**config.mk**
```make
export PLATFORM = sky130hd
export DESIGN_NAME = nrmc_queue
export DESIGN_NICKNAME = d
export VERILOG_FILES = /design/src/hdl/nrmc_pkg.sv /design/src/hdl/nrmc_queue.sv
export SDC_FILE = /design/constraint.sdc
export NUM_CORES = 1
export LEC_CHECK = 0
export BUFFER_PORTS_ARGS = -buffer_cell sky130_fd_sc_hd__buf_4
export CAP_MARGIN = 30
export CORE_UTILIZATION = 55
export DETAILED_ROUTE_END_ITERATION = 12
export PLACE_DENSITY_LB_ADDON = 0.15
export SYNTH_ARGS = -nofsm -noshare
export SYNTH_HDL_FRONTEND = slang
export SYNTH_SLANG_ARGS = --single-unit
```
**constraint.sdc**
```tcl
create_clock -name clock -period 9.4 [get_ports clock]
set_input_delay 0.47 -clock clock [delete_from_list [all_inputs] [get_ports clock]]
set_output_delay 0.47 -clock clock [all_outputs]
set_load 0.01 [all_outputs]
```
**src/hdl/nrmc_pkg.sv**
```systemverilog
// Package for the RMC sentence parser: sizes, character codes, result codes,
// the queue entry type and small lookup functions.
// Depends on nothing; every other file but nrmc_if.sv imports it.
`default_nettype none

package nrmc_pkg;

   localparam int FRAC_DIGITS = 5;
   localparam int TIME_CHARS  = 8;
   localparam int DATE_CHARS  = 6;
   localparam int QUEUE_DEPTH = 4;
   localparam int QPTR_W      = $clog2(QUEUE_DEPTH);
   localparam int FRAC3       = (FRAC_DIGITS < 3) ? FRAC_DIGITS : 3;

   localparam logic [1:0] RES_OK         = 2'd0;
   localparam logic [1:0] RES_BAD_HEADER = 2'd1;
   localparam logic [1:0] RES_FEW_FIELDS = 2'd2;

   localparam logic [7:0] CH_DOLLAR = 8'h24;
   localparam logic [7:0] CH_STAR   = 8'h2A;
   localparam logic [7:0] CH_COMMA  = 8'h2C;
   localparam logic [7:0] CH_POINT  = 8'h2E;
   localparam logic [7:0] CH_ZERO   = 8'h30;
   localparam logic [7:0] CH_NINE   = 8'h39;
   localparam logic [7:0] CH_G      = 8'h47;
   localparam logic [7:0] CH_P      = 8'h50;
   localparam logic [7:0] CH_N      = 8'h4E;
   localparam logic [7:0] CH_R      = 8'h52;
   localparam logic [7:0] CH_M      = 8'h4D;
   localparam logic [7:0] CH_C      = 8'h43;
   localparam logic [7:0] CH_S      = 8'h53;
   localparam logic [7:0] CH_W      = 8'h57;
   localparam logic [7:0] CH_NUL    = 8'h00;

   localparam logic [16:0] LAT_INT_CAP   = 17'd9999;
   localparam logic [16:0] OTHER_INT_CAP = 17'd99999;
   localparam logic [3:0]  FIELDS_NEEDED = 4'd11;
   localparam logic [3:0]  FIELD_MAX     = 4'd15;

   typedef struct packed {
      logic [1:0]      code;
      logic [63:0]     time_text;
      logic [47:0]     date_text;
      logic [3:0][7:0] letters;
   } snap_type;

   typedef struct packed {
      logic        conv;
      logic        emit;
      logic [2:0]  slot;
      logic [16:0] ival;
      logic [23:0] fd;
      logic [2:0]  fc;
      logic [9:0]  f3;
      snap_type    snap;
   } entry_type;

   function automatic logic [23:0] pow10(input logic [2:0] k);
      logic [23:0] v;
      case (k)
         3'd0: v = 24'd1;
         3'd1: v = 24'd10;
         3'd2: v = 24'd100;
         3'd3: v = 24'd1000;
         3'd4: v = 24'd10000;
         3'd5: v = 24'd100000;
         3'd6: v = 24'd1000000;
         default: v = 24'd10000000;
      endcase
      return v;
   endfunction

   // Expected header byte; position two also admits 'N'.
   function automatic logic [7:0] hdr_char(input logic [2:0] pos);
      logic [7:0] v;
      case (pos)
         3'd0: v = CH_DOLLAR;
         3'd1: v = CH_G;
         3'd2: v = CH_P;
         3'd3: v = CH_R;
         3'd4: v = CH_M;
         default: v = CH_C;
      endcase
      return v;
   endfunction

   // {hit, index} of the letter capture for a field number.
   function automatic logic [2:0] letter_slot(input logic [3:0] n);
      logic [2:0] v;
      unique case (n)
         4'd2:  v = 3'b100;
         4'd4:  v = 3'b101;
         4'd6:  v = 3'b110;
         4'd11: v = 3'b111;
         default: v = 3'b000;
      endcase
      return v;
   endfunction

   // {hit, index} of the numeric capture for a field number.
   function automatic logic [3:0] number_slot(input logic [3:0] n);
      logic [3:0] v;
      unique case (n)
         4'd3:  v = 4'b1000;
         4'd5:  v = 4'b1001;
         4'd7:  v = 4'b1010;
         4'd8:  v = 4'b1011;
         4'd10: v = 4'b1100;
         default: v = 4'b0000;
      endcase
      return v;
   endfunction

endpackage

`default_nettype wire

```
**src/hdl/nrmc_queue.sv**
```systemverilog
// Short job queue between the front and back ends of the RMC parser.
// Uses nrmc_pkg for the entry type and depth.
`default_nettype none

module nrmc_queue
   import nrmc_pkg::*;
(
   input  wire logic clock,
   input  wire logic reset,
   input  wire logic push,
   input  entry_type push_entry,
   output logic      full,
   input  wire logic pop,
   output logic      head_valid,
   output entry_type head_entry
);

   entry_type          slots_ff [QUEUE_DEPTH];
   logic [QPTR_W-1:0]  wr_ff, rd_ff;
   logic [QPTR_W:0]    count_ff;
   logic               do_pop;

   assign full       = (count_ff == (QPTR_W+1)'(QUEUE_DEPTH));
   assign head_valid = (count_ff != '0);
   assign head_entry = slots_ff[rd_ff];
   assign do_pop     = pop && head_valid;

   always_ff @(posedge clock) begin
      if (push && !full) slots_ff[wr_ff] <= push_entry;
   end

   always_ff @(posedge clock) begin
      if (reset) begin
         wr_ff <= '0;  rd_ff <= '0;  count_ff <= '0;
      end else begin
         if (push && !full) wr_ff <= wr_ff + 1'b1;
         if (do_pop) rd_ff <= rd_ff + 1'b1;
         count_ff <= count_ff + (QPTR_W+1)'(push && !full) - (QPTR_W+1)'(do_pop);
      end
   end

   a_no_push_full: assert property (@(posedge clock) disable iff (reset)
      !(push && full)) else $error("queue pushed while full");
   a_count_range: assert property (@(posedge clock) disable iff (reset)
      count_ff <= (QPTR_W+1)'(QUEUE_DEPTH)) else $error("queue count overflow");
   a_pop_moves: assert property (@(posedge clock) disable iff (reset)
      (do_pop && !push) |=> (count_ff == $past(count_ff) - 1'b1))
      else $error("queue pop lost");

endmodule

`default_nettype wire

```
==> results of run 1 <==
flip-flops by register name, summed over array words and instances (netlist names), named ones only:
signal	count
count_ff	3
wr_ff	2
rd_ff	2
slots_ff	820
worst max-delay path: stages, from the launching register on:
cell     delay (ns)
dfxtp_4        0.58
buf_4          0.49
buf_16         0.30
buf_4          0.74
mux4_2         0.46
buf_4          0.17
path summary, 6_finish.rpt:
path	end	slack [ns]
setup / recovery	head_entry[89]	5.47
setup reg to reg	slots_ff[1][71]	5.70
hold reg to reg	wr_ff[1]	0.52
hold / removal	slots_ff[1][43]	0.05
routing by layer:
layer  share of wire (%)  wire [um]
met1                  39      22700
met3                 9.6       5650
met5                0.15         90
met4                 2.5       1460
met2                  49      28800
kinds of logic (layout without fill, tap and decap cells):
| kind of cell | Yosys count | count (layout) | share of synthesized area [%] |
|---|---|---|---|
| XOR/XNOR | 3 | 3 | 0.0872 |
| other | 0 | 3 | 0 |
| flip-flops | 829 | 829 | 82.3 |
| AND/OR/NAND/NOR | 18 | 18 | 0.324 |
| buffers and inverters | 53 | 584 | 1.22 |
| adder cells (fa/ha/maj) | 7 | 7 | 0.315 |
| multiplexers | 206 | 206 | 15.7 |
| AO/OA/AOI/OAI | 4 | 4 | 0.0913 |
Yosys cell counts:
| master | n | area [um2] |
|---|---|---|
| mux4_2 | 180 | 4050 |
| a21oi_1 | 1 | 5.00 |
| clkbuf_1 | 7 | 26.3 |
| nor3_1 | 1 | 5.00 |
| nand2b_1 | 2 | 12.5 |
| buf_8 | 2 | 30.0 |
| dfxtp_1 | 9 | 180 |
| mux4_1 | 25 | 657 |
| ha_1 | 6 | 75.1 |
| xor2_1 | 2 | 17.5 |
| xnor2_1 | 1 | 8.76 |
| nor2_1 | 6 | 22.5 |
| nor2b_1 | 1 | 6.26 |
| mux2i_1 | 1 | 10.0 |
| o31a_1 | 1 | 8.76 |
| buf_6 | 16 | 180 |
| or3_1 | 2 | 12.5 |
| and2_1 | 5 | 31.3 |
| inv_1 | 6 | 22.5 |
| buf_2 | 22 | 110 |
| o311ai_0 | 1 | 8.76 |
| edfxtp_1 | 820 | 24600 |
| o21ai_0 | 1 | 5.00 |
| nor3b_1 | 1 | 7.51 |
| fa_1 | 1 | 20.0 |
final cells by class:
type / instances / area (um2) / share of cell area [%]
diodes: 3 / 7.51 / 0.0206
clock buffers: 100 / 2160 / 5.92
clock inverters: 42 / 302 / 0.826
inverters: 6 / 22.5 / 0.0617
multi-input cells: 238 / 4980 / 13.6
flip-flops and latches: 829 / 24800 / 67.9
well taps: 696 / 871 / 2.38
repair buffers: 436 / 3370 / 9.22
through the flow:
stage,total power [mW],instance area [um2]
2_1_floorplan,6.11,30100
3_3_place_gp,7.07,33900
3_5_place_dp,7.11,34000
4_1_cts,10.1,36500
5_1_grt,10.4,36500
6_report,10.0,36500
power groups by stage:
| stage | Sequential, mW | Combinational [mW] | Clock (mW) |
|---|---|---|---|
| global route | 4.60 | 2.59 | 3.22 |
| floorplan | 4.69 | 1.41 | 0 |
| detailed placement | 4.70 | 2.41 | 0 |
| CTS | 4.62 | 2.42 | 3.08 |
| global placement | 4.68 | 2.39 | 0 |
| finish | 4.57 | 2.42 | 3.01 |
==> flow_metrics.py, run 1 <==
metrics = {
    "run_status": {
        "status": "complete, no violations",
    },
    "synth": {
        "yosysSeqAreaShare_pct": 82.3,
        "synth.distinct_cells": 25,
        "synth_warnings": 0,
        "syn_inst": 1120,
        "syn_area_um2": 30100,
        "ys_ff_latch": 829,
        "postSynthAreaPerCell_um2": 26.9,
        "synth.net_count": 1336,
    },
    "floorplan": {
        "start_util_pct": 55.8,
        "die_y_um": 236,
        "io_pins": 416,
        "die_width_um": 236,
        "rows": 85,
        "die-area_um2": 55700,
        "core-area_um2": 54000,
    },
    "setup_path": {
        "crit_type": "reg2out",
        "crit_path_start_kind": "flip-flop",
        "critPathMaxFanout": 58,
        "end_kind": "primary output",
        "cp.arrival_ns": 3.46,
        "cp.required_ns": 8.93,
        "rr_worst_depth": 5,
        "r2r_start": "count_ff[1]",
    },
    "clocking": {
        "cts_resized": 0,
        "insertion_delay_ns": 0.61,
        "cts_tree": "yes",
        "numCtsBuffers": 81,
        "clkSinkCount": 829,
        "clockBufferDepth": 3,
        "path_clk_slew_ns": 0.06,
        "root_buffer": "clkbuf_16",
        "cts.htree.levels": 3,
        "cts_hold_buf": 0,
        "cts_setup_buffers": 0,
    },
    "global_route": {
        "grt_pass1_vias": 14200,
        "grt_pass1_wl_um": 86900,
        "busiest_layer": "met2",
        "grt_antenna_before_repair": 9,
        "overflow": 0,
        "globalRouteTotalUtil_pct": 21.3,
        "grt_max_degree": 115,
        "grt_use_met3_pct": 7.79,
        "grt_use_met1_pct": 28.1,
        "use_met2_pct": 32.9,
    },
    "final_layout": {
        "layout.cells.non_filler": 2350,
        "postLayoutCoreUtil_pct": 67.6,
        "areaGrowthSynthToFinish_pct": 21.2,
        "drive_gt1_share_pct": 43.9,
        "n_fill_cell": 3355,
        "final_common_cell": "edfxtp_1",
        "final_nets": 1808,
        "mostFrequentLayoutCells": "820 x edfxtp_1, 431 x buf_4, 180 x mux4_2",
    },
    "place": {
        "pre_cts_ws_ns": 5.59,
        "hpwlAfterDp_um": 35200,
        "post-place-cells": 2204,
        "portBuffers": 415,
        "place.gp.congestion": 0.748,
    },
    "power": {
        "sw_frac_of_total_pct": 25.7,
        "intPower_mw": 7.44,
        "leakagePower_nw": 12.2,
        "pwr-share-clk_pct": 30.1,
        "share_comb_of_total_power_pct": 24.2,
        "p_switching_mw": 2.57,
        "p_per_area_nw_per_um2": 274,
        "power_frac_seq_pct": 45.7,
        "ir_drop_uv": 201,
    },
    "sta": {
        "hold_slack_ns": 0.0545,
        "rsz0062_at_grt": "false",
        "hold_viol_final": 0,
        "setup_tns_ns": 0,
        "final-setup-viol-count": 0,
        "slew-limit-headroom_pct": 35.8,
        "slew_viol_final": 0,
        "skew_ns": 0.0211,
        "fmax_mhz": 254,
        "setup_slack_ns": 5.47,
        "period_minus_slack_ns": 3.93,
        "fin_crit_sh_pct": 41.8,
        "tightestPinTransition_ns": 0.963,
    },
    "worst_hold_path": {
        "min_from": "push_entry[43]",
        "hold_depth": 1,
        "min_path_type": "in2reg",
    },
    "route": {
        "via_count": 13500,
        "wl_per_cell_um": 25.0,
        "post-route-drc-count": 0,
        "drtPass1Iterations": 5,
        "ant_nets": 0,
        "wirelength_um": 58700,
        "drt_iter0_markers": 810,
        "via_per_inst": 5.76,
    },
    "job": {
        "cap_viol_max_count": 0,
    },
}
Power figures use the tool's default switching activity.
==> run 2, diff against run 1 <==
- clock period: 9.4 -> 3.9 ns (I/O delays scaled with it)
==> run 2 against run 1 <==
- count of clock-buffer cells in the layout grew 13
- critical endpoint is now head_entry[193]
- global-route usage rose by 0.33 points
- sequential power up 140%
- non-clock buffer count is 212 higher
- routed wire length up 1.5%
- largest cell class unchanged
- final cell count rose by 9.3%
- die area unchanged
==> flow_metrics.py, run 2 (synthesis results as in run 1) <==
metrics = {
    "setup_path": {
        "crit_type": "reg2out",
        "timing.rr.end": "count_ff[2]",
        "rr_worst_depth": 11,
        "crit_path_start_kind": "flip-flop",
        "cp.required_ns": 3.70,
        "critPathMaxFanout": 29,
        "r2r_start": "count_ff[2]",
        "cp.arrival_ns": 2.61,
        "end_kind": "primary output",
        "r2r_slack_ns": 1.39,
    },
    "job": {
        "cap_viol_max_count": 0,
    },
    "sta": {
        "period_minus_slack_ns": 2.80,
        "slew_viol_final": 0,
        "hold_viol_final": 0,
        "fin_crit_sh_pct": 71.9,
        "tightestPinTransition_ns": 0.908,
        "setup_slack_ns": 1.10,
        "rsz0062_at_grt": "false",
        "fmax_mhz": 357,
        "setup_tns_ns": 0,
        "skew_ns": 0.0144,
        "slew-limit-headroom_pct": 39.5,
        "final-setup-viol-count": 0,
    },
    "floorplan": {
        "die_width_um": 236,
        "die_y_um": 236,
        "die-area_um2": 55700,
        "io_pins": 416,
        "start_util_pct": 55.8,
        "rows": 85,
        "core-area_um2": 54000,
    },
    "run_status": {
        "status": "complete, no violations",
    },
    "worst_hold_path": {
        "hold_end": "rd_ff[0]",
        "min_path_type": "in2reg",
        "hold_depth": 4,
        "min_from": "pop",
    },
    "clocking": {
        "numCtsBuffers": 83,
        "cts_resized": 0,
        "cts_tree": "yes",
        "path_clk_slew_ns": 0.06,
        "insertion_delay_ns": 0.60,
        "root_buffer": "clkbuf_16",
        "cts_setup_buffers": 0,
        "cts_hold_buf": 207,
        "clockBufferDepth": 3,
        "clkSinkCount": 829,
        "cts.htree.levels": 3,
    },
    "final_layout": {
        "areaGrowthSynthToFinish_pct": 29.2,
        "fin_area_um2": 38900,
        "largest-register": "slots_ff",
        "n_fill_cell": 3149,
        "mostFrequentLayoutCells": "820 x edfxtp_1, 424 x buf_4, 207 x dlygate4sd3_1",
        "final_common_cell": "edfxtp_1",
        "drive_gt1_share_pct": 39.6,
        "final_nets": 2022,
        "largest_reg_flops": 820,
        "top_regs": "slots_ff x820, count_ff x3",
        "postLayoutCoreUtil_pct": 72.1,
    },
    "route": {
        "wl_per_cell_um": 23.2,
        "post-route-drc-count": 0,
        "drt_iter0_markers": 744,
        "drtPass1Iterations": 5,
        "ant_nets": 0,
        "wirelength_um": 59600,
        "via_per_inst": 5.53,
        "via_count": 14200,
    },
    "global_route": {
        "globalRouteTotalUtil_pct": 21.6,
        "grt_max_degree": 71,
        "overflow": 0,
        "grt_antenna_before_repair": 6,
        "grt_pass1_vias": 15100,
        "grt_pass1_wl_um": 90000,
    },
    "place": {
        "hpwlAfterDp_um": 34900,
        "portBuffers": 415,
        "pre_cts_ws_ns": 1.39,
        "place.gp.congestion": 0.774,
        "placed_area_um2": 34200,
    },
    "power": {
        "ir_drop_uv": 417,
        "p_per_area_nw_per_um2": 637,
        "leakagePower_nw": 13.2,
        "p_total_mw": 24.8,
    },
}
run 2: cell types whose count changed in the layout (fill, tap and decap cells not counted):
cell           delta
dlygate4sd3_1   +207
buf_12           +16
clkinv_1          -9
buf_4             -7
clkbuf_1          +6
buf_16            -4
clkbuf_8          +4
bufinv_16         +3
clkbuf_16         +3
clkinv_2          +1
clkinv_8          -1
run 2: how the worst max path moves through the flow:
stage	startpoint	slack [ns]	end	cells past startpoint
6_report	flip-flop	1.10	head_entry[193]	3
5_1_grt	flip-flop	0.93	head_entry[193]	3
4_1_cts	flip-flop	1.00	head_entry[193]	3
3_5_place_dp	count_ff[1]	1.39	slots_ff[3][39]	4
3_3_place_gp	count_ff[1]	1.45	slots_ff[3][37]	4
2_1_floorplan	count_ff[1]	0.1	slots_ff[0][0]	3
run 2: per-stage QoR:
stage,instances,hold slack [ns]
floorplan,1120,0.294
global placement,2210,0.394
detailed placement,2210,0.398
CTS,2566,0.0474
global route,2568,0.0638
finish,2569,0.0853
run 2: cell type report:
class	count	area (um2)	area share, %
diodes	3	7.51	0.0193
clock buffers	113	2310	5.94
clock inverters	36	347	0.890
inverters	6	22.5	0.0578
multi-input cells	238	4980	12.8
flip-flops and latches	829	24800	63.7
well taps	696	871	2.24
repair buffers	648	5600	14.4
run 2: worst max-delay path, stage by stage, from the launching register on:
cell and delay [ns]:
dfxtp_4 0.54, buf_4 0.57, mux4_1 0.69, buf_4 0.18
run 2: where the power goes:
part           leakage (nW)  switching (mW)  internal (mW)
clock network          1.30            3.11           4.61
registers              7.58           0.277           10.8
logic                  4.36            2.90           3.12
total                  13.2            6.29           18.5
run 2: metal layers:
layer	track usage, %	wire length [um]	vias to the layer above	part of all wire [%]
li1	-	-	6271	-
met1	29.6	24400	7370	41
met2	34.5	29400	448	49
met3	6.25	4470	98	7.5
met4	5.80	1250	8	2.1
met5	0	62	-	0.10
