===== config.mk =====
export PLATFORM = sky130hd
export DESIGN_NAME = nrmc_front_flat
export DESIGN_NICKNAME = d
export VERILOG_FILES = /design/src/hdl/nrmc_pkg.sv /design/src/hdl/nrmc_if.sv /design/src/hdl/nrmc_front.sv /design/src/flat_wrapper.sv
export SDC_FILE = /design/constraint.sdc
export NUM_CORES = 1
export LEC_CHECK = 0
export CAP_MARGIN = 20
export CORE_MARGIN = 1
export CORE_UTILIZATION = 30
export DETAILED_ROUTE_END_ITERATION = 10
export DONT_BUFFER_PORTS = 1
export PLACE_DENSITY = 0.43
export SETUP_SLACK_MARGIN = 0.4
export SYNTH_ARGS = -nofsm -noshare
export SYNTH_HDL_FRONTEND = slang
export SYNTH_SLANG_ARGS = --single-unit

===== constraint.sdc =====
create_clock -name clock -period 10 [get_ports clock]
set_input_delay 2 -clock clock [delete_from_list [all_inputs] [get_ports clock]]
set_output_delay 2 -clock clock [all_outputs]
set_load 0.01 [all_outputs]

===== src/hdl/nrmc_pkg.sv =====
// Package for the RMC sentence parser: sizes, character codes, result codes,
// the queue entry type and small lookup functions.
// Depends on nothing; every other file but nrmc_if.sv imports it.
`default_nettype none

package nrmc_pkg;

   localparam int FRAC_DIGITS = 5;
   localparam int TIME_CHARS  = 8;
   localparam int DATE_CHARS  = 6;
   localparam int QUEUE_DEPTH = 4;
   localparam int QPTR_W      = $clog2(QUEUE_DEPTH);
   localparam int FRAC3       = (FRAC_DIGITS < 3) ? FRAC_DIGITS : 3;

   localparam logic [1:0] RES_OK         = 2'd0;
   localparam logic [1:0] RES_BAD_HEADER = 2'd1;
   localparam logic [1:0] RES_FEW_FIELDS = 2'd2;

   localparam logic [7:0] CH_DOLLAR = 8'h24;
   localparam logic [7:0] CH_STAR   = 8'h2A;
   localparam logic [7:0] CH_COMMA  = 8'h2C;
   localparam logic [7:0] CH_POINT  = 8'h2E;
   localparam logic [7:0] CH_ZERO   = 8'h30;
   localparam logic [7:0] CH_NINE   = 8'h39;
   localparam logic [7:0] CH_G      = 8'h47;
   localparam logic [7:0] CH_P      = 8'h50;
   localparam logic [7:0] CH_N      = 8'h4E;
   localparam logic [7:0] CH_R      = 8'h52;
   localparam logic [7:0] CH_M      = 8'h4D;
   localparam logic [7:0] CH_C      = 8'h43;
   localparam logic [7:0] CH_S      = 8'h53;
   localparam logic [7:0] CH_W      = 8'h57;
   localparam logic [7:0] CH_NUL    = 8'h00;

   localparam logic [16:0] LAT_INT_CAP   = 17'd9999;
   localparam logic [16:0] OTHER_INT_CAP = 17'd99999;
   localparam logic [3:0]  FIELDS_NEEDED = 4'd11;
   localparam logic [3:0]  FIELD_MAX     = 4'd15;

   typedef struct packed {
      logic [1:0]      code;
      logic [63:0]     time_text;
      logic [47:0]     date_text;
      logic [3:0][7:0] letters;
   } snap_type;

   typedef struct packed {
      logic        conv;
      logic        emit;
      logic [2:0]  slot;
      logic [16:0] ival;
      logic [23:0] fd;
      logic [2:0]  fc;
      logic [9:0]  f3;
      snap_type    snap;
   } entry_type;

   function automatic logic [23:0] pow10(input logic [2:0] k);
      logic [23:0] v;
      case (k)
         3'd0: v = 24'd1;
         3'd1: v = 24'd10;
         3'd2: v = 24'd100;
         3'd3: v = 24'd1000;
         3'd4: v = 24'd10000;
         3'd5: v = 24'd100000;
         3'd6: v = 24'd1000000;
         default: v = 24'd10000000;
      endcase
      return v;
   endfunction

   // Expected header byte; position two also admits 'N'.
   function automatic logic [7:0] hdr_char(input logic [2:0] pos);
      logic [7:0] v;
      case (pos)
         3'd0: v = CH_DOLLAR;
         3'd1: v = CH_G;
         3'd2: v = CH_P;
         3'd3: v = CH_R;
         3'd4: v = CH_M;
         default: v = CH_C;
      endcase
      return v;
   endfunction

   // {hit, index} of the letter capture for a field number.
   function automatic logic [2:0] letter_slot(input logic [3:0] n);
      logic [2:0] v;
      unique case (n)
         4'd2:  v = 3'b100;
         4'd4:  v = 3'b101;
         4'd6:  v = 3'b110;
         4'd11: v = 3'b111;
         default: v = 3'b000;
      endcase
      return v;
   endfunction

   // {hit, index} of the numeric capture for a field number.
   function automatic logic [3:0] number_slot(input logic [3:0] n);
      logic [3:0] v;
      unique case (n)
         4'd3:  v = 4'b1000;
         4'd5:  v = 4'b1001;
         4'd7:  v = 4'b1010;
         4'd8:  v = 4'b1011;
         4'd10: v = 4'b1100;
         default: v = 4'b0000;
      endcase
      return v;
   endfunction

endpackage

`default_nettype wire


===== src/hdl/nrmc_if.sv =====
// Channel interfaces of the RMC sentence parser: byte requests in, results out.
// Depends on nothing.
`default_nettype none

interface nrmc_req_if;
   logic       valid;
   logic       ready;
   logic [7:0] char_byte;
   logic       last_byte;
   modport source (output valid, char_byte, last_byte, input ready);
   modport sink (input valid, char_byte, last_byte, output ready);
endinterface


`default_nettype wire


===== src/hdl/nrmc_front.sv =====
// Front end: accepts sentence bytes, checks the header, splits fields and
// accumulates digits, and queues conversion and emit jobs. Uses nrmc_pkg.
`default_nettype none

module nrmc_front
   import nrmc_pkg::*;
(
   input  wire logic  clock,
   input  wire logic  reset,
   nrmc_req_if.sink   req_chan,
   input  wire logic  q_full,
   output logic       q_push,
   output entry_type  q_entry
);

   logic [2:0]      pos_ff, pos_in;
   logic            hdr_ok_ff, hdr_ok_in;
   logic [3:0]      fnum_ff, fnum_in;
   logic            mark_ff, mark_in;
   logic            has_ff, has_in;
   logic [3:0]      cnt_ff, cnt_in;
   logic [16:0]     int_ff, int_in;
   logic [23:0]     frac_ff, frac_in;
   logic [2:0]      fc_ff, fc_in;
   logic [9:0]      f3_ff, f3_in;
   logic            point_ff, point_in;
   logic            stop_ff, stop_in;
   logic [63:0]     time_ff, time_in;
   logic [47:0]     date_ff, date_in;
   logic [3:0][7:0] let_ff, let_in;

   logic       accept;
   logic [7:0] c;
   logic       conv_hit;
   logic [2:0] ls;
   logic [3:0] ns;
   logic [3:0] digit;
   logic [20:0] wide_int;
   logic [16:0] cap;
   logic [1:0]  code;

   assign c        = req_chan.char_byte;
   assign accept   = req_chan.valid && req_chan.ready;
   assign req_chan.ready = !q_full;
   assign ls       = letter_slot(fnum_ff);
   assign ns       = number_slot(fnum_ff);
   assign digit    = 4'(c - CH_ZERO);
   assign wide_int = 21'(int_ff) * 21'd10 + 21'(digit);
   assign cap      = (ns[2:0] == 3'd0) ? LAT_INT_CAP : OTHER_INT_CAP;

   always_comb begin
      pos_in = pos_ff;  hdr_ok_in = hdr_ok_ff;  fnum_in = fnum_ff;  mark_in = mark_ff;
      has_in = has_ff;  cnt_in = cnt_ff;  int_in = int_ff;  frac_in = frac_ff;
      fc_in = fc_ff;  f3_in = f3_ff;  point_in = point_ff;  stop_in = stop_ff;
      time_in = time_ff;  date_in = date_ff;  let_in = let_ff;
      conv_hit = 1'b0;

      if (pos_ff < 3'd6) begin
         if (pos_ff == 3'd2) begin
            if (c != CH_N && c != CH_P) hdr_ok_in = 1'b0;
         end else if (c != hdr_char(pos_ff)) begin
            hdr_ok_in = 1'b0;
         end
         pos_in = pos_ff + 3'd1;
      end

      if (!mark_ff) begin
         if (c == CH_STAR || c == CH_NUL) begin
            mark_in = 1'b1;
         end else if (c == CH_COMMA) begin
            conv_hit = ns[3];
            if (fnum_ff < FIELD_MAX) fnum_in = fnum_ff + 4'd1;
            has_in = 1'b0;  cnt_in = '0;  int_in = '0;  frac_in = '0;
            fc_in = '0;  f3_in = '0;  point_in = 1'b0;  stop_in = 1'b0;
         end else begin
            if (!has_ff && ls[2]) let_in[ls[1:0]] = c;
            has_in = 1'b1;
            if (fnum_ff == 4'd1 && cnt_ff < 4'(TIME_CHARS))
               time_in[{cnt_ff[2:0], 3'b000} +: 8] = c;
            if (fnum_ff == 4'd9 && cnt_ff < 4'(DATE_CHARS))
               date_in[{cnt_ff[2:0], 3'b000} +: 8] = c;
            if (ns[3] && !stop_ff) begin
               if (c >= CH_ZERO && c <= CH_NINE) begin
                  if (!point_ff) begin
                     int_in = (wide_int > 21'(cap)) ? cap : wide_int[16:0];
                  end else if (fc_ff < 3'(FRAC_DIGITS)) begin
                     frac_in = 24'(frac_ff * 24'd10 + 24'(digit));
                     if (fc_ff < 3'(FRAC3)) f3_in = 10'(f3_ff * 10'd10 + 10'(digit));
                     fc_in = fc_ff + 3'd1;
                  end
               end else if (c == CH_POINT && !point_ff) begin
                  point_in = 1'b1;
               end else begin
                  stop_in = 1'b1;
               end
            end
            if (cnt_ff < FIELD_MAX) cnt_in = cnt_ff + 4'd1;
         end
      end

      if (pos_in < 3'd6 || !hdr_ok_in) code = RES_BAD_HEADER;
      else if (fnum_in < FIELDS_NEEDED) code = RES_FEW_FIELDS;
      else code = RES_OK;
   end

   always_comb begin
      q_push              = accept && (conv_hit || req_chan.last_byte);
      q_entry.conv        = conv_hit;
      q_entry.emit        = req_chan.last_byte;
      q_entry.slot        = ns[2:0];
      q_entry.ival        = int_ff;
      q_entry.fd          = frac_ff;
      q_entry.fc          = fc_ff;
      q_entry.f3          = f3_ff;
      q_entry.snap.code      = code;
      q_entry.snap.time_text = time_in;
      q_entry.snap.date_text = date_in;
      q_entry.snap.letters   = let_in;
   end

   always_ff @(posedge clock) begin
      if (reset || (accept && req_chan.last_byte)) begin
         pos_ff <= '0;  hdr_ok_ff <= 1'b1;  fnum_ff <= '0;  mark_ff <= 1'b0;
         has_ff <= 1'b0;  cnt_ff <= '0;  int_ff <= '0;  frac_ff <= '0;
         fc_ff <= '0;  f3_ff <= '0;  point_ff <= 1'b0;  stop_ff <= 1'b0;
         time_ff <= '0;  date_ff <= '0;  let_ff <= '0;
      end else if (accept) begin
         pos_ff <= pos_in;  hdr_ok_ff <= hdr_ok_in;  fnum_ff <= fnum_in;
         mark_ff <= mark_in;  has_ff <= has_in;  cnt_ff <= cnt_in;  int_ff <= int_in;
         frac_ff <= frac_in;  fc_ff <= fc_in;  f3_ff <= f3_in;  point_ff <= point_in;
         stop_ff <= stop_in;  time_ff <= time_in;  date_ff <= date_in;  let_ff <= let_in;
      end
   end

endmodule

`default_nettype wire


===== src/flat_wrapper.sv =====
// flat-port wrapper written by rule: the top's interface ports become plain ports
module nrmc_front_flat import nrmc_pkg::*;
  (clock, reset, q_full, q_push, q_entry, req_chan_valid, req_chan_char_byte, req_chan_last_byte, req_chan_ready);
  nrmc_req_if req_chan_i ();
  input  wire logic clock;
  input  wire logic reset;
  input  wire logic q_full;
  output logic q_push;
  output entry_type q_entry;
  input wire logic [$bits(req_chan_i.valid)-1:0] req_chan_valid;
  input wire logic [$bits(req_chan_i.char_byte)-1:0] req_chan_char_byte;
  input wire logic [$bits(req_chan_i.last_byte)-1:0] req_chan_last_byte;
  output wire logic [$bits(req_chan_i.ready)-1:0] req_chan_ready;
  assign req_chan_i.valid = req_chan_valid;
  assign req_chan_i.char_byte = req_chan_char_byte;
  assign req_chan_i.last_byte = req_chan_last_byte;
  assign req_chan_ready = req_chan_i.ready;
  nrmc_front u_core (.clock(clock), .reset(reset), .req_chan(req_chan_i), .q_full(q_full), .q_push(q_push), .q_entry(q_entry));
endmodule

==> run summary <==
Outcome - complete, no violations
Synth Register Bits - 214
Rows - 78
DR vias/cell - 5.33
HP Class - reg -> reg
Synthesized Nets - 1892
Slew HR - 28.5%
Post-CTS setup buffers - 0
Max-cap viol count - 0
Setup violators final - 0
Arr. time, crit path - 4.81 ns
Peak Freq - 0.147 GHz
Max incr delay on CP - 0.63 ns
Met1 wire length - 21400 um
RSZ-0062 raised after global routing - false
Die Height - 218 um
CTS Buf Count - 28
Internal reg-to-reg setup slack - 4.34 ns
Synth cell types - 75
Gr ovfl total - 0
Via count - 12300
Number of synthesized flops with an enable pin - 0
Met2 routed WL - 21000 um
Synth area leader - dfxtp_1
Synth top area share - 30.7%
Post-synthesis sequential area ratio - 30.7%
Final setup TNS - 0 ns
Area Growth Syn to Fin - 10.4%
Root buffer cell - clkbuf_16
Detailed router's first-iteration violation count - 637
Startpoint Class - input port
Drt drc - 0
Initial antenna violation count - 0
Clock skew - 0.0126 ns
Syn Inst Count - 1765
Layout Nets - 1817
PostCTS Resize Cnt - 0
Non-Filler Instances - 2313
Final ANT Viol Nets - 0
Min Clock Period, post-route - 6.81 ns
Reg clk slew, reported paths - 0.06 ns
Crit path max-delay cell type - nand3b_1
First-pass GRT wire length - 70800 um
Final Max Tran Viols - 0
Top cell family by delay on the critical path - simple AND/OR/NAND/NOR gates
CP bufs+invs - 1
Avg Synthesized Cell Area - 7.91 um2
Core Region - 45700 um2
Cell chain of the critical path - nor4_1, nand2_1, nor3_4, buf_4, nor4b_2, nand2_1, nor3_1, nand3b_1, o21ai_0
Clock Path Buffers - 3
Worst hold margin - 0.441 ns
Leakage - 6.06 nW
# clock sinks - 214
Initial Utilization - 30.6%
Total routing usage reported by global routing - 19.1%
Async SR Flop Fraction - 0%
Worst VDD drop - 0.111 mV
CTS Hold Bufs - 0
Ports - 220
Top layer in use - met4
Wire per inst - 20.1 um
Routed wl met3 - 3040 um
Pwr/cell area - 135 nW/um2
RR Startpoint - u_core.int_ff[1]
YS warnings - 0
Hpwl dp - 31300 um
Critical Path RT - 8.00 ns
CTS tree - yes
Crit Path Category - in -> out
RR Endpoint - u_core.int_ff[15]
Crit Path Max Fanout - 42
Crit. End Element - output pin
Placed Cells - 2259
Fin. Hold Viols - 0
CP startpoint - req_chan_char_byte[0]
Largest net degree at the start of global routing - 95
DIE AREA - 47400 um2
Number of port buffers - 0
Layout cells sized above 1 - 11.9%
Mapped Area - 14000 um2
Vias in the first global route - 11500
Width of the die - 218 um
Final Cycle Share - 68.1%
Top_reg_cell synth - dfxtp_1
Gpl congestion - 0.792
H-tree Lvls - 1
DR pass1 iterations - 5
Worst Max-Slew Pin Slew - 1.07 ns
Worst setup path endpoint - q_entry[130]
Synth area leaders - dfxtp_1 31%, ha_1 9.7%, mux2_2 9.2%, a21oi_1 7.1%, nand2_1 6.6%
Reg2Reg Depth - 20
Worst skew pair latency - 0.57 ns
Most frequent CP cell - nand2_1
Crit. path cell count - 9
Post-Route WL - 46500 um
[flip-flops by register name, summed over array words and instances (netlist names)]
register,flops
u_core.time_ff,64
u_core.fc_ff,3
u_core.f3_ff,10
u_core.mark_ff,1
u_core.hdr_ok_ff,1
u_core.cnt_ff,4
u_core.let_ff,32
u_core.fnum_ff,4
u_core.stop_ff,1
u_core.int_ff,17
u_core.has_ff,1
u_core.frac_ff,24
u_core.pos_ff,3
u_core.point_ff,1
u_core.date_ff,48
[worst min path at each step]
stage                     startpoint                to  slack, ns  depth (start not counted)
global placement    u_core.hdr_ok_ff  u_core.hdr_ok_ff       0.43                          2
floorplan           u_core.hdr_ok_ff  u_core.hdr_ok_ff       0.42                          2
detailed placement  u_core.hdr_ok_ff  u_core.hdr_ok_ff       0.44                          2
CTS                 u_core.hdr_ok_ff  u_core.hdr_ok_ff       0.45                          2
finish              u_core.hdr_ok_ff  u_core.hdr_ok_ff       0.44                          2
global route        u_core.hdr_ok_ff  u_core.hdr_ok_ff       0.47                          2
[placed cells by master, fill, tap and decap left out, drive strengths merged, types with 6 or more instances in the layout]
master	Yosys	layout
nor2	180	180
or3	10	10
dfxtp	214	214
nor3	54	54
fa	6	6
ha	108	108
nor4	13	13
o211ai	7	7
mux2i	19	19
clkbuf	102	40
nand2	247	247
buf	14	11
and2	10	10
bufinv	0	6
nand4	15	15
a22oi	13	13
a21oi	197	197
nor2b	11	11
a21o	15	15
mux2	114	114
o21ai	140	140
inv	41	41
nor3b	9	9
nand3	46	46
a211oi	8	8
clkinv	1	7
nand2b	10	10
xnor2	46	46
o21a	9	9
and3	7	7
xor2	24	24
a211o	9	9
[worst register-to-register path: cells and delay by family (launching register included)]
kind                       cells  cell delay, ns
AOI/OAI and AO/OA              6            0.96
adders and majority gates      4            1.33
buffers and inverters          1            0.07
and+or+nand+nor                8            2.59
xor gates and xnor gates       1            0.15
DFF                            1            0.52
[cell families (layout without fill, tap and decap cells)]
group / Yosys count / count (layout) / share of synthesized area (%)
AOI/OAI and AO/OA: 441 / 441 / 18.4
xor gates and xnor gates: 71 / 71 / 4.61
and+or+nand+nor: 634 / 634 / 20.9
DFF: 214 / 214 / 30.7
buffers and inverters: 158 / 105 / 4.36
adders and majority gates: 114 / 114 / 10.5
muxes: 133 / 133 / 10.6
other: 0 / 1 / 0
[Yosys cell counts, types with 15 or more instances]
library cell	count
nand3_1	46
mux2_2	114
nor2_1	180
a21oi_1	197
ha_1	108
nand2_1	247
dfxtp_1	214
xnor2_1	45
nor3_1	49
xor2_1	24
a21o_1	15
inv_1	41
clkbuf_1	102
o21ai_0	137
mux2i_1	19
[area by class of cell]
| class | count | area [um2] |
|---|---|---|
| tap | 600 | 751 |
| inverter | 42 | 158 |
| antenna | 1 | 2.50 |
| clock buffer | 40 | 827 |
| multi-input combinational | 1393 | 9090 |
| clock inverter | 12 | 214 |
| fill | 4840 | 30300 |
| timing repair buffer | 11 | 82.6 |
| sequential | 214 | 4280 |
[report_power, final]
group | switching [mW] | internal [mW] | total, mW
registers | 0.00336 | 0.858 | 0.861
logic | 0.0564 | 0.0200 | 0.0763
clock network | 0.417 | 0.726 | 1.14
total | 0.477 | 1.60 | 2.08
[per-stage QoR]
stage / instance area, um2 / total power, mW / worst slack, ns / utilization, %
6_report: 15400 / 2.08 / 3.19 / 33.7
4_1_cts: 15400 / 2.12 / 3.14 / 33.7
2_1_floorplan: 14000 / 0.948 / 3.76 / -
5_1_grt: 15400 / 2.16 / 2.83 / 33.7
3_3_place_gp: 14400 / 0.957 / 3.17 / 31.4
3_5_place_dp: 14400 / 0.958 / 3.17 / 31.4
[metal layers]
metal / vias to the layer above / GRT usage (%)
li1: 6087 / -
met1: 5923 / 25.5
met2: 248 / 30.0
met3: 60 / 5.02
met4: 0 / 5.40
met5: - / 0
No activity file was read; power rests on OpenSTA's default activity.
