==> config.mk <==
export PLATFORM = sky130hd
export DESIGN_NAME = nrmc_back_flat
export DESIGN_NICKNAME = d
export VERILOG_FILES = /design/src/hdl/nrmc_pkg.sv /design/src/hdl/nrmc_if.sv /design/src/hdl/nrmc_back.sv /design/src/flat_wrapper.sv
export SDC_FILE = /design/constraint.sdc
export NUM_CORES = 2
export LEC_CHECK = 0
export BUFFER_PORTS_ARGS = -buffer_cell sky130_fd_sc_hd__buf_2
export CORE_ASPECT_RATIO = 1.75
export CORE_MARGIN = 1
export CORE_UTILIZATION = 45
export CTS_CLUSTER_DIAMETER = 60
export DETAILED_ROUTE_END_ITERATION = 7
export PLACE_DENSITY = 0.59
export SYNTH_ARGS = -nofsm -noshare
export SYNTH_HDL_FRONTEND = slang
export SYNTH_SLANG_ARGS = --single-unit
==> constraint.sdc <==
create_clock -name clock -period 101.4 [get_ports clock]
set_clock_uncertainty 0.15 [all_clocks]
set_input_delay 30.42 -clock clock [delete_from_list [all_inputs] [get_ports clock]]
set_output_delay 30.42 -clock clock [all_outputs]
set_load 0.03 [all_outputs]
==> src/hdl/nrmc_pkg.sv <==
// Package for the RMC sentence parser: sizes, character codes, result codes,
// the queue entry type and small lookup functions.
// Depends on nothing; every other file but nrmc_if.sv imports it.
`default_nettype none

package nrmc_pkg;

   localparam int FRAC_DIGITS = 5;
   localparam int TIME_CHARS  = 8;
   localparam int DATE_CHARS  = 6;
   localparam int QUEUE_DEPTH = 4;
   localparam int QPTR_W      = $clog2(QUEUE_DEPTH);
   localparam int FRAC3       = (FRAC_DIGITS < 3) ? FRAC_DIGITS : 3;

   localparam logic [1:0] RES_OK         = 2'd0;
   localparam logic [1:0] RES_BAD_HEADER = 2'd1;
   localparam logic [1:0] RES_FEW_FIELDS = 2'd2;

   localparam logic [7:0] CH_DOLLAR = 8'h24;
   localparam logic [7:0] CH_STAR   = 8'h2A;
   localparam logic [7:0] CH_COMMA  = 8'h2C;
   localparam logic [7:0] CH_POINT  = 8'h2E;
   localparam logic [7:0] CH_ZERO   = 8'h30;
   localparam logic [7:0] CH_NINE   = 8'h39;
   localparam logic [7:0] CH_G      = 8'h47;
   localparam logic [7:0] CH_P      = 8'h50;
   localparam logic [7:0] CH_N      = 8'h4E;
   localparam logic [7:0] CH_R      = 8'h52;
   localparam logic [7:0] CH_M      = 8'h4D;
   localparam logic [7:0] CH_C      = 8'h43;
   localparam logic [7:0] CH_S      = 8'h53;
   localparam logic [7:0] CH_W      = 8'h57;
   localparam logic [7:0] CH_NUL    = 8'h00;

   localparam logic [16:0] LAT_INT_CAP   = 17'd9999;
   localparam logic [16:0] OTHER_INT_CAP = 17'd99999;
   localparam logic [3:0]  FIELDS_NEEDED = 4'd11;
   localparam logic [3:0]  FIELD_MAX     = 4'd15;

   typedef struct packed {
      logic [1:0]      code;
      logic [63:0]     time_text;
      logic [47:0]     date_text;
      logic [3:0][7:0] letters;
   } snap_type;

   typedef struct packed {
      logic        conv;
      logic        emit;
      logic [2:0]  slot;
      logic [16:0] ival;
      logic [23:0] fd;
      logic [2:0]  fc;
      logic [9:0]  f3;
      snap_type    snap;
   } entry_type;

   function automatic logic [23:0] pow10(input logic [2:0] k);
      logic [23:0] v;
      case (k)
         3'd0: v = 24'd1;
         3'd1: v = 24'd10;
         3'd2: v = 24'd100;
         3'd3: v = 24'd1000;
         3'd4: v = 24'd10000;
         3'd5: v = 24'd100000;
         3'd6: v = 24'd1000000;
         default: v = 24'd10000000;
      endcase
      return v;
   endfunction

   // Expected header byte; position two also admits 'N'.
   function automatic logic [7:0] hdr_char(input logic [2:0] pos);
      logic [7:0] v;
      case (pos)
         3'd0: v = CH_DOLLAR;
         3'd1: v = CH_G;
         3'd2: v = CH_P;
         3'd3: v = CH_R;
         3'd4: v = CH_M;
         default: v = CH_C;
      endcase
      return v;
   endfunction

   // {hit, index} of the letter capture for a field number.
   function automatic logic [2:0] letter_slot(input logic [3:0] n);
      logic [2:0] v;
      unique case (n)
         4'd2:  v = 3'b100;
         4'd4:  v = 3'b101;
         4'd6:  v = 3'b110;
         4'd11: v = 3'b111;
         default: v = 3'b000;
      endcase
      return v;
   endfunction

   // {hit, index} of the numeric capture for a field number.
   function automatic logic [3:0] number_slot(input logic [3:0] n);
      logic [3:0] v;
      unique case (n)
         4'd3:  v = 4'b1000;
         4'd5:  v = 4'b1001;
         4'd7:  v = 4'b1010;
         4'd8:  v = 4'b1011;
         4'd10: v = 4'b1100;
         default: v = 4'b0000;
      endcase
      return v;
   endfunction

endpackage

`default_nettype wire

==> src/hdl/nrmc_if.sv <==
// Channel interfaces of the RMC sentence parser: byte requests in, results out.
// Depends on nothing.
`default_nettype none


interface nrmc_rsp_if;
   logic               valid;
   logic               ready;
   logic [1:0]         result_code;
   logic [63:0]        time_text;
   logic [7:0]         fix_status;
   logic signed [30:0] latitude_e7;
   logic [7:0]         lat_hemisphere;
   logic signed [34:0] longitude_e7;
   logic [7:0]         lon_hemisphere;
   logic [26:0]        speed_milliknots;
   logic [26:0]        course_millideg;
   logic [47:0]        date_text;
   logic signed [27:0] variation_millideg;
   logic [7:0]         variation_direction;
   modport source (output valid, result_code, time_text, fix_status, latitude_e7,
                   lat_hemisphere, longitude_e7, lon_hemisphere, speed_milliknots,
                   course_millideg, date_text, variation_millideg,
                   variation_direction, input ready);
   modport sink (input valid, result_code, time_text, fix_status, latitude_e7,
                 lat_hemisphere, longitude_e7, lon_hemisphere, speed_milliknots,
                 course_millideg, date_text, variation_millideg,
                 variation_direction, output ready);
endinterface

`default_nettype wire

==> src/hdl/nrmc_back.sv <==
// Back end: pipelined fixed-point conversion of numeric fields, capture
// storage and result assembly with an output register. Uses nrmc_pkg.
`default_nettype none

module nrmc_back
   import nrmc_pkg::*;
(
   input  wire logic  clock,
   input  wire logic  reset,
   input  wire logic  head_valid,
   input  entry_type  head_entry,
   output logic       pop,
   nrmc_rsp_if.source rsp_chan
);

   localparam int NSTAGE = 6;
   localparam logic [17:0] M100 = 18'd167773;     // ceil(2^24 / 100)
   localparam logic [28:0] M15  = 29'd286331154;  // ceil(2^32 / 15)

   typedef struct packed {
      entry_type   ent;
      logic [10:0] qa;
      logic [23:0] fsc;
      logic [26:0] other;
      logic [9:0]  deg;
      logic [29:0] mins;
      logic [29:0] nval;
      logic [33:0] degp;
      logic [56:0] prod;
      logic [33:0] val;
   } stage_type;

   stage_type       st_ff [NSTAGE];
   stage_type       st_in [NSTAGE];
   logic [NSTAGE-1:0] vld_ff;
   logic [4:0][33:0] num_ff, num_in;
   logic            stall;
   logic            out_valid_ff;
   stage_type       fin;

   logic [16:0] rem100;
   logic [27:0] x15;
   logic [24:0] q15;
   logic [4:0]  rem15;
   logic [2:0]  f3_exp;

   assign fin   = st_ff[NSTAGE-1];
   assign stall = vld_ff[NSTAGE-1] && fin.ent.emit && out_valid_ff && !rsp_chan.ready;
   assign pop   = !stall;
   assign rsp_chan.valid = out_valid_ff;

   always_comb begin
      st_in[0] = '0;
      st_in[0].ent = head_entry;

      // Stage A: quotient estimate by 100, fraction scaling, plain fields.
      st_in[1] = st_ff[0];
      st_in[1].qa = 11'(({18'b0, st_ff[0].ent.ival} * {18'b0, M100}) >> 24);
      st_in[1].fsc = 24'(st_ff[0].ent.fd *
                         pow10(3'(FRAC_DIGITS) - st_ff[0].ent.fc));
      f3_exp = (st_ff[0].ent.fc < 3'(FRAC3)) ? 3'd3 - st_ff[0].ent.fc : 3'd3 - 3'(FRAC3);
      st_in[1].other = 27'(27'(st_ff[0].ent.ival) * 27'd1000 +
                           27'(st_ff[0].ent.f3) * 27'(pow10(f3_exp)));

      // Stage B: exact degrees and minutes scaled to the fraction digits.
      st_in[2] = st_ff[1];
      rem100 = 17'(st_ff[1].ent.ival - 17'(st_ff[1].qa) * 17'd100);
      if (rem100 >= 17'd100) begin
         st_in[2].deg = 10'(st_ff[1].qa + 11'd1);
         rem100 = rem100 - 17'd100;
      end else begin
         st_in[2].deg = st_ff[1].qa[9:0];
      end
      st_in[2].mins = 30'(30'(rem100) * 30'(pow10(3'(FRAC_DIGITS))) + 30'(st_ff[1].fsc));

      // Stage C: minutes in units of 1e-7, degree part scaled.
      st_in[3] = st_ff[2];
      st_in[3].nval = 30'(st_ff[2].mins * 30'(pow10(3'(7 - FRAC_DIGITS))));
      st_in[3].degp = 34'(st_ff[2].deg) * 34'd10000000;

      // Stage D: divide by 60 as a shift by two and a reciprocal of 15.
      st_in[4] = st_ff[3];
      st_in[4].prod = {29'b0, st_ff[3].nval[29:2]} * {28'b0, M15};

      // Stage E: correct the quotient and pick the field value.
      st_in[5] = st_ff[4];
      x15   = st_ff[4].nval[29:2];
      q15   = st_ff[4].prod[56:32];
      rem15 = 5'(x15 - 28'(q15) * 28'd15);
      if (rem15 >= 5'd15) q15 = q15 + 25'd1;
      if (st_ff[4].ent.slot <= 3'd1) st_in[5].val = st_ff[4].degp + 34'(q15);
      else st_in[5].val = 34'(st_ff[4].other);
   end

   always_comb begin
      num_in = num_ff;
      if (vld_ff[NSTAGE-1] && fin.ent.conv) num_in[fin.ent.slot] = fin.val;
   end

   always_ff @(posedge clock) begin
      if (!stall) begin
         for (int k = 0; k < NSTAGE; k++) st_ff[k] <= st_in[k];
      end
   end

   always_ff @(posedge clock) begin
      if (reset) begin
         vld_ff <= '0;
      end else if (!stall) begin
         vld_ff <= {vld_ff[NSTAGE-2:0], head_valid};
      end
   end

   always_ff @(posedge clock) begin
      if (reset) begin
         num_ff <= '0;
      end else if (!stall && vld_ff[NSTAGE-1]) begin
         if (fin.ent.emit) num_ff <= '0;
         else num_ff <= num_in;
      end
   end

   always_ff @(posedge clock) begin
      if (reset) begin
         out_valid_ff <= 1'b0;
      end else if (!stall && vld_ff[NSTAGE-1] && fin.ent.emit) begin
         out_valid_ff <= 1'b1;
      end else if (rsp_chan.ready) begin
         out_valid_ff <= 1'b0;
      end
   end

   always_ff @(posedge clock) begin
      if (!stall && vld_ff[NSTAGE-1] && fin.ent.emit) begin
         rsp_chan.result_code <= fin.ent.snap.code;
         if (fin.ent.snap.code == RES_OK) begin
            rsp_chan.time_text      <= fin.ent.snap.time_text;
            rsp_chan.fix_status     <= fin.ent.snap.letters[0];
            rsp_chan.latitude_e7    <= (fin.ent.snap.letters[1] == CH_S) ?
                                       -num_in[0][30:0] : num_in[0][30:0];
            rsp_chan.lat_hemisphere <= fin.ent.snap.letters[1];
            rsp_chan.longitude_e7   <= (fin.ent.snap.letters[2] == CH_W) ?
                                       -{1'b0, num_in[1]} : {1'b0, num_in[1]};
            rsp_chan.lon_hemisphere <= fin.ent.snap.letters[2];
            rsp_chan.speed_milliknots <= num_in[2][26:0];
            rsp_chan.course_millideg  <= num_in[3][26:0];
            rsp_chan.date_text        <= fin.ent.snap.date_text;
            rsp_chan.variation_millideg <= (fin.ent.snap.letters[3] == CH_W) ?
                                           -num_in[4][27:0] : num_in[4][27:0];
            rsp_chan.variation_direction <= fin.ent.snap.letters[3];
         end else begin
            rsp_chan.time_text <= '0;  rsp_chan.fix_status <= '0;
            rsp_chan.latitude_e7 <= '0;  rsp_chan.lat_hemisphere <= '0;
            rsp_chan.longitude_e7 <= '0;  rsp_chan.lon_hemisphere <= '0;
            rsp_chan.speed_milliknots <= '0;  rsp_chan.course_millideg <= '0;
            rsp_chan.date_text <= '0;  rsp_chan.variation_millideg <= '0;
            rsp_chan.variation_direction <= '0;
         end
      end
   end

   a_hold_result: assert property (@(posedge clock) disable iff (reset)
      (out_valid_ff && !rsp_chan.ready) |=> out_valid_ff)
      else $error("result dropped while stalled");
   a_stall_only_emit: assert property (@(posedge clock) disable iff (reset)
      stall |-> (vld_ff[NSTAGE-1] && out_valid_ff))
      else $error("pipeline stalled without a pending result");
   a_pipe_frozen: assert property (@(posedge clock) disable iff (reset)
      stall |=> vld_ff == $past(vld_ff))
      else $error("pipeline moved during a stall");

endmodule

`default_nettype wire

==> src/flat_wrapper.sv <==
// flat-port wrapper written by rule: the top's interface ports become plain ports
module nrmc_back_flat import nrmc_pkg::*;
  (clock, reset, head_valid, head_entry, pop, rsp_chan_valid, rsp_chan_result_code, rsp_chan_time_text, rsp_chan_fix_status, rsp_chan_latitude_e7, rsp_chan_lat_hemisphere, rsp_chan_longitude_e7, rsp_chan_lon_hemisphere, rsp_chan_speed_milliknots, rsp_chan_course_millideg, rsp_chan_date_text, rsp_chan_variation_millideg, rsp_chan_variation_direction, rsp_chan_ready);
  nrmc_rsp_if rsp_chan_i ();
  input  wire logic clock;
  input  wire logic reset;
  input  wire logic head_valid;
  input  entry_type head_entry;
  output logic pop;
  output wire logic [$bits(rsp_chan_i.valid)-1:0] rsp_chan_valid;
  output wire logic [$bits(rsp_chan_i.result_code)-1:0] rsp_chan_result_code;
  output wire logic [$bits(rsp_chan_i.time_text)-1:0] rsp_chan_time_text;
  output wire logic [$bits(rsp_chan_i.fix_status)-1:0] rsp_chan_fix_status;
  output wire logic [$bits(rsp_chan_i.latitude_e7)-1:0] rsp_chan_latitude_e7;
  output wire logic [$bits(rsp_chan_i.lat_hemisphere)-1:0] rsp_chan_lat_hemisphere;
  output wire logic [$bits(rsp_chan_i.longitude_e7)-1:0] rsp_chan_longitude_e7;
  output wire logic [$bits(rsp_chan_i.lon_hemisphere)-1:0] rsp_chan_lon_hemisphere;
  output wire logic [$bits(rsp_chan_i.speed_milliknots)-1:0] rsp_chan_speed_milliknots;
  output wire logic [$bits(rsp_chan_i.course_millideg)-1:0] rsp_chan_course_millideg;
  output wire logic [$bits(rsp_chan_i.date_text)-1:0] rsp_chan_date_text;
  output wire logic [$bits(rsp_chan_i.variation_millideg)-1:0] rsp_chan_variation_millideg;
  output wire logic [$bits(rsp_chan_i.variation_direction)-1:0] rsp_chan_variation_direction;
  input wire logic [$bits(rsp_chan_i.ready)-1:0] rsp_chan_ready;
  assign rsp_chan_valid = rsp_chan_i.valid;
  assign rsp_chan_result_code = rsp_chan_i.result_code;
  assign rsp_chan_time_text = rsp_chan_i.time_text;
  assign rsp_chan_fix_status = rsp_chan_i.fix_status;
  assign rsp_chan_latitude_e7 = rsp_chan_i.latitude_e7;
  assign rsp_chan_lat_hemisphere = rsp_chan_i.lat_hemisphere;
  assign rsp_chan_longitude_e7 = rsp_chan_i.longitude_e7;
  assign rsp_chan_lon_hemisphere = rsp_chan_i.lon_hemisphere;
  assign rsp_chan_speed_milliknots = rsp_chan_i.speed_milliknots;
  assign rsp_chan_course_millideg = rsp_chan_i.course_millideg;
  assign rsp_chan_date_text = rsp_chan_i.date_text;
  assign rsp_chan_variation_millideg = rsp_chan_i.variation_millideg;
  assign rsp_chan_variation_direction = rsp_chan_i.variation_direction;
  assign rsp_chan_i.ready = rsp_chan_ready;
  nrmc_back u_core (.clock(clock), .reset(reset), .head_valid(head_valid), .head_entry(head_entry), .pop(pop), .rsp_chan(rsp_chan_i));
endmodule
==> flow_metrics.env <==
export IMPL_grt_pass1_vias=62660
export IMPL_port_buffers=504
export IMPL_worstSkewPairLatency_ns=0.86
export IMPL_critPathKind="input pin to output port"
export IMPL_synthToLayoutAreaGrowth_pct=11.69
export IMPL_fin_crit_sh=0.6127
export IMPL_cts_buffer_depth=4
export IMPL_synth_distinct_cells=101
export IMPL_crit_required_ns=70.83
export IMPL_worstPathMaxFanout=3
export IMPL_via_per_inst=5.117
export IMPL_ctsHoldBuffers=0
export IMPL_die_w_um=360.6
export IMPL_htreeDepth=4
export IMPL_synth_seq_cells=1752
export IMPL_row_count=230
export IMPL_fillers=19510
export IMPL_slew_violations=0
export IMPL_grt_antenna_before_repair=20
export IMPL_synthCells=7983
export IMPL_postCtsSetupRepairBufs=0
export IMPL_seq_area_mm2=0.05107
export IMPL_io_pins=505
export IMPL_start_util=0.4524
export IMPL_ant_nets=0
export IMPL_hold_end="u_core.st_ff[4][105]"
export IMPL_grt_max_degree=182
export IMPL_synth_warnings=0
export IMPL_ys_seq_area_frac=0.5042
export IMPL_setup_tns_ns=0
export IMPL_grt_first_pass_wirelength_um=349300
export IMPL_synth_edff_count=1598
export IMPL_crit_arrival_ns=31.56
export IMPL_fmax_mhz=16.10
export IMPL_route_detailed_drc=0
export IMPL_r2r_end="u_core.st_ff[2][180]"
export IMPL_finalCriticalPeriod_ns=62.13
export IMPL_hold_class="flip-flop to flip-flop"
export IMPL_hold_start="u_core.st_ff[3][105]"
export IMPL_final_hold_violation_count=0
export IMPL_min_path_cells=0
export IMPL_track_usage=0.1985
export IMPL_async_reset_ff_frac=0
export IMPL_reg2reg_slack_ns=89.33
export IMPL_setup_viol=0
export IMPL_cp_start_kind="input pin"
export IMPL_reg2regPathDepth=48
export IMPL_worst_slew_pin_slew_ns=1.161
export IMPL_avgSynthCellArea_um2=12.69
export IMPL_post_cts_resized=0
export IMPL_endpoint_kind="output port"
export IMPL_via_count=59620
export IMPL_grt_remaining_overflow=0
export IMPL_coreArea_mm2=0.2239
export IMPL_status="completed"
export IMPL_drt_iter0_drc=3447
export IMPL_syn_area_mm2=0.1013
export IMPL_die_y_um=629.6
export IMPL_layout_drive_gt1_share=0.1024
export IMPL_fp_dieArea_mm2=0.2271
export IMPL_cap_violations=0
export IMPL_rsz0062_at_grt="false"
export IMPL_avgRoutedWirePerCell_um=19.30
export IMPL_gp_congestion=0.9173
export IMPL_cts_tree="yes"
export IMPL_r2r_start="u_core.st_ff[1][246]"
export IMPL_clk_pin_slew_ns=0.06
export IMPL_cts_root_buffer="clkbuf_16"
export IMPL_multiInputGateArea_mm2=0.04511
export IMPL_clock_sinks=1752
export IMPL_cts_buffers=171
export IMPL_wl_um=224900
export IMPL_place_hpwl_um=172300
export IMPL_nets=10480
export IMPL_relSlewSlack=0.2260
export IMPL_synth_ff_type="edfxtp_1"
export IMPL_drt_pass1_iter_count=6
cell families (layout without fill, tap and decap cells):
group	Yosys count	after routing	share of synthesized area
adders and majority gates	1644	1644	0.2583
buffers and inverters	1462	2127	0.05471
DFF	1752	1752	0.5042
xor gates and xnor gates	405	405	0.03596
AOI/OAI and AO/OA	904	904	0.05577
and+or+nand+nor	1716	1716	0.08133
muxes	98	98	0.009721
other	2	107	0.00007414
metal layers:
layer	track usage	share of wire
met1	0.2139	0.37
met2	0.3798	0.54
met3	0.02613	0.039
met4	0.09050	0.050
met5	0	0.00056
state kept, by name, indices dropped and copies added, names as in the netlist, 27 cells and up:
register,cells
u_core.st_ff,1304
u_core.rsp_chan.time_text,64
u_core.rsp_chan.speed_milliknots,27
u_core.rsp_chan.latitude_e7,31
u_core.rsp_chan.variation_millideg,28
u_core.rsp_chan.course_millideg,27
u_core.rsp_chan.date_text,48
u_core.rsp_chan.longitude_e7,35
u_core.num_ff,147
per-stage QoR:
stage	hold slack [ns]	cell area (µm²)	setup WS, ns	utilization	cells
2_1_floorplan	0.2503	101700	11.23	-	8084
3_3_place_gp	0.2500	107600	39.26	0.4806	11350
3_5_place_dp	0.2545	107600	39.28	0.4806	11350
4_1_cts	0.1885	113100	39.26	0.5052	11650
5_1_grt	0.2118	113100	39.24	0.5053	11650
6_report	0.1857	113100	39.27	0.5053	11650
worst max-delay path by stage:
stage | startpoint | to | slack (ns) | cells after the start
detailed placement | rsp_chan_ready | pop | 39.28 | 4
finish | rsp_chan_ready | pop | 39.27 | 4
floorplan | rsp_chan_ready | pop | 11.23 | 2
CTS | rsp_chan_ready | pop | 39.26 | 4
global placement | rsp_chan_ready | pop | 39.26 | 4
global route | rsp_chan_ready | pop | 39.24 | 4
final cells by class:
type                       instances  share of cell area
antenna                            4          0.00008848
clock buffer                     212             0.03955
clock inverter                    87            0.009191
inverter                        1250             0.04147
multi-input combinational       4870              0.3988
sequential                      1752              0.4514
tap                             2900             0.03207
timing repair buffer             578             0.02743
cell usage in the layout, fill, tap and decap left out, types with 42 or more instances in the layout:
cell / Yosys / routed
xor2_1: 129 / 129
and3_1: 71 / 70
mux2i_1: 95 / 95
nor2_1: 462 / 458
o21a_1: 42 / 42
clkbuf_16: 0 / 172
o21ai_0: 136 / 134
a22oi_1: 68 / 68
conb_1: 2 / 103
fa_1: 745 / 745
buf_4: 1 / 72
nand2_1: 485 / 484
a21oi_1: 382 / 382
nor3_1: 99 / 99
buf_2: 15 / 503
nand3_1: 89 / 88
edfxtp_1: 1598 / 1598
nor2b_1: 65 / 64
inv_1: 1249 / 1249
a21o_1: 51 / 51
ha_1: 898 / 898
and2_1: 277 / 276
dfxtp_1: 154 / 154
xnor2_1: 269 / 269
cell usage after synthesis, drive strengths merged, types with 23 or more instances:
master  instances  area share
xnor2         271       0.024
a21oi         384       0.019
nand4          23      0.0015
nand2b         30      0.0019
inv          1250       0.046
nand3          89      0.0044
nor2b          65      0.0040
edfxtp       1598        0.47
a22oi          68      0.0050
o21ai         148      0.0073
ha            898        0.11
nand2         487       0.018
a31oi          24      0.0015
buf            37      0.0019
mux2i          95      0.0094
a21o           51      0.0038
or3            23      0.0014
nor3          102      0.0052
and2          277       0.017
dfxtp         154       0.030
xor2          131       0.012
and3           71      0.0044
o21a           42      0.0031
nor2          464       0.017
fa            745        0.15
a211oi         27      0.0021
clkbuf        175      0.0065
critical path: stages:
cell and delay (ns):
buf_2 0.11, nor2b_1 0.43, nand3_4 0.28, buf_2 0.29
Power is not shown: default switching activity piles up to over one toggle a cycle in this logic, so the estimate is an artifact.
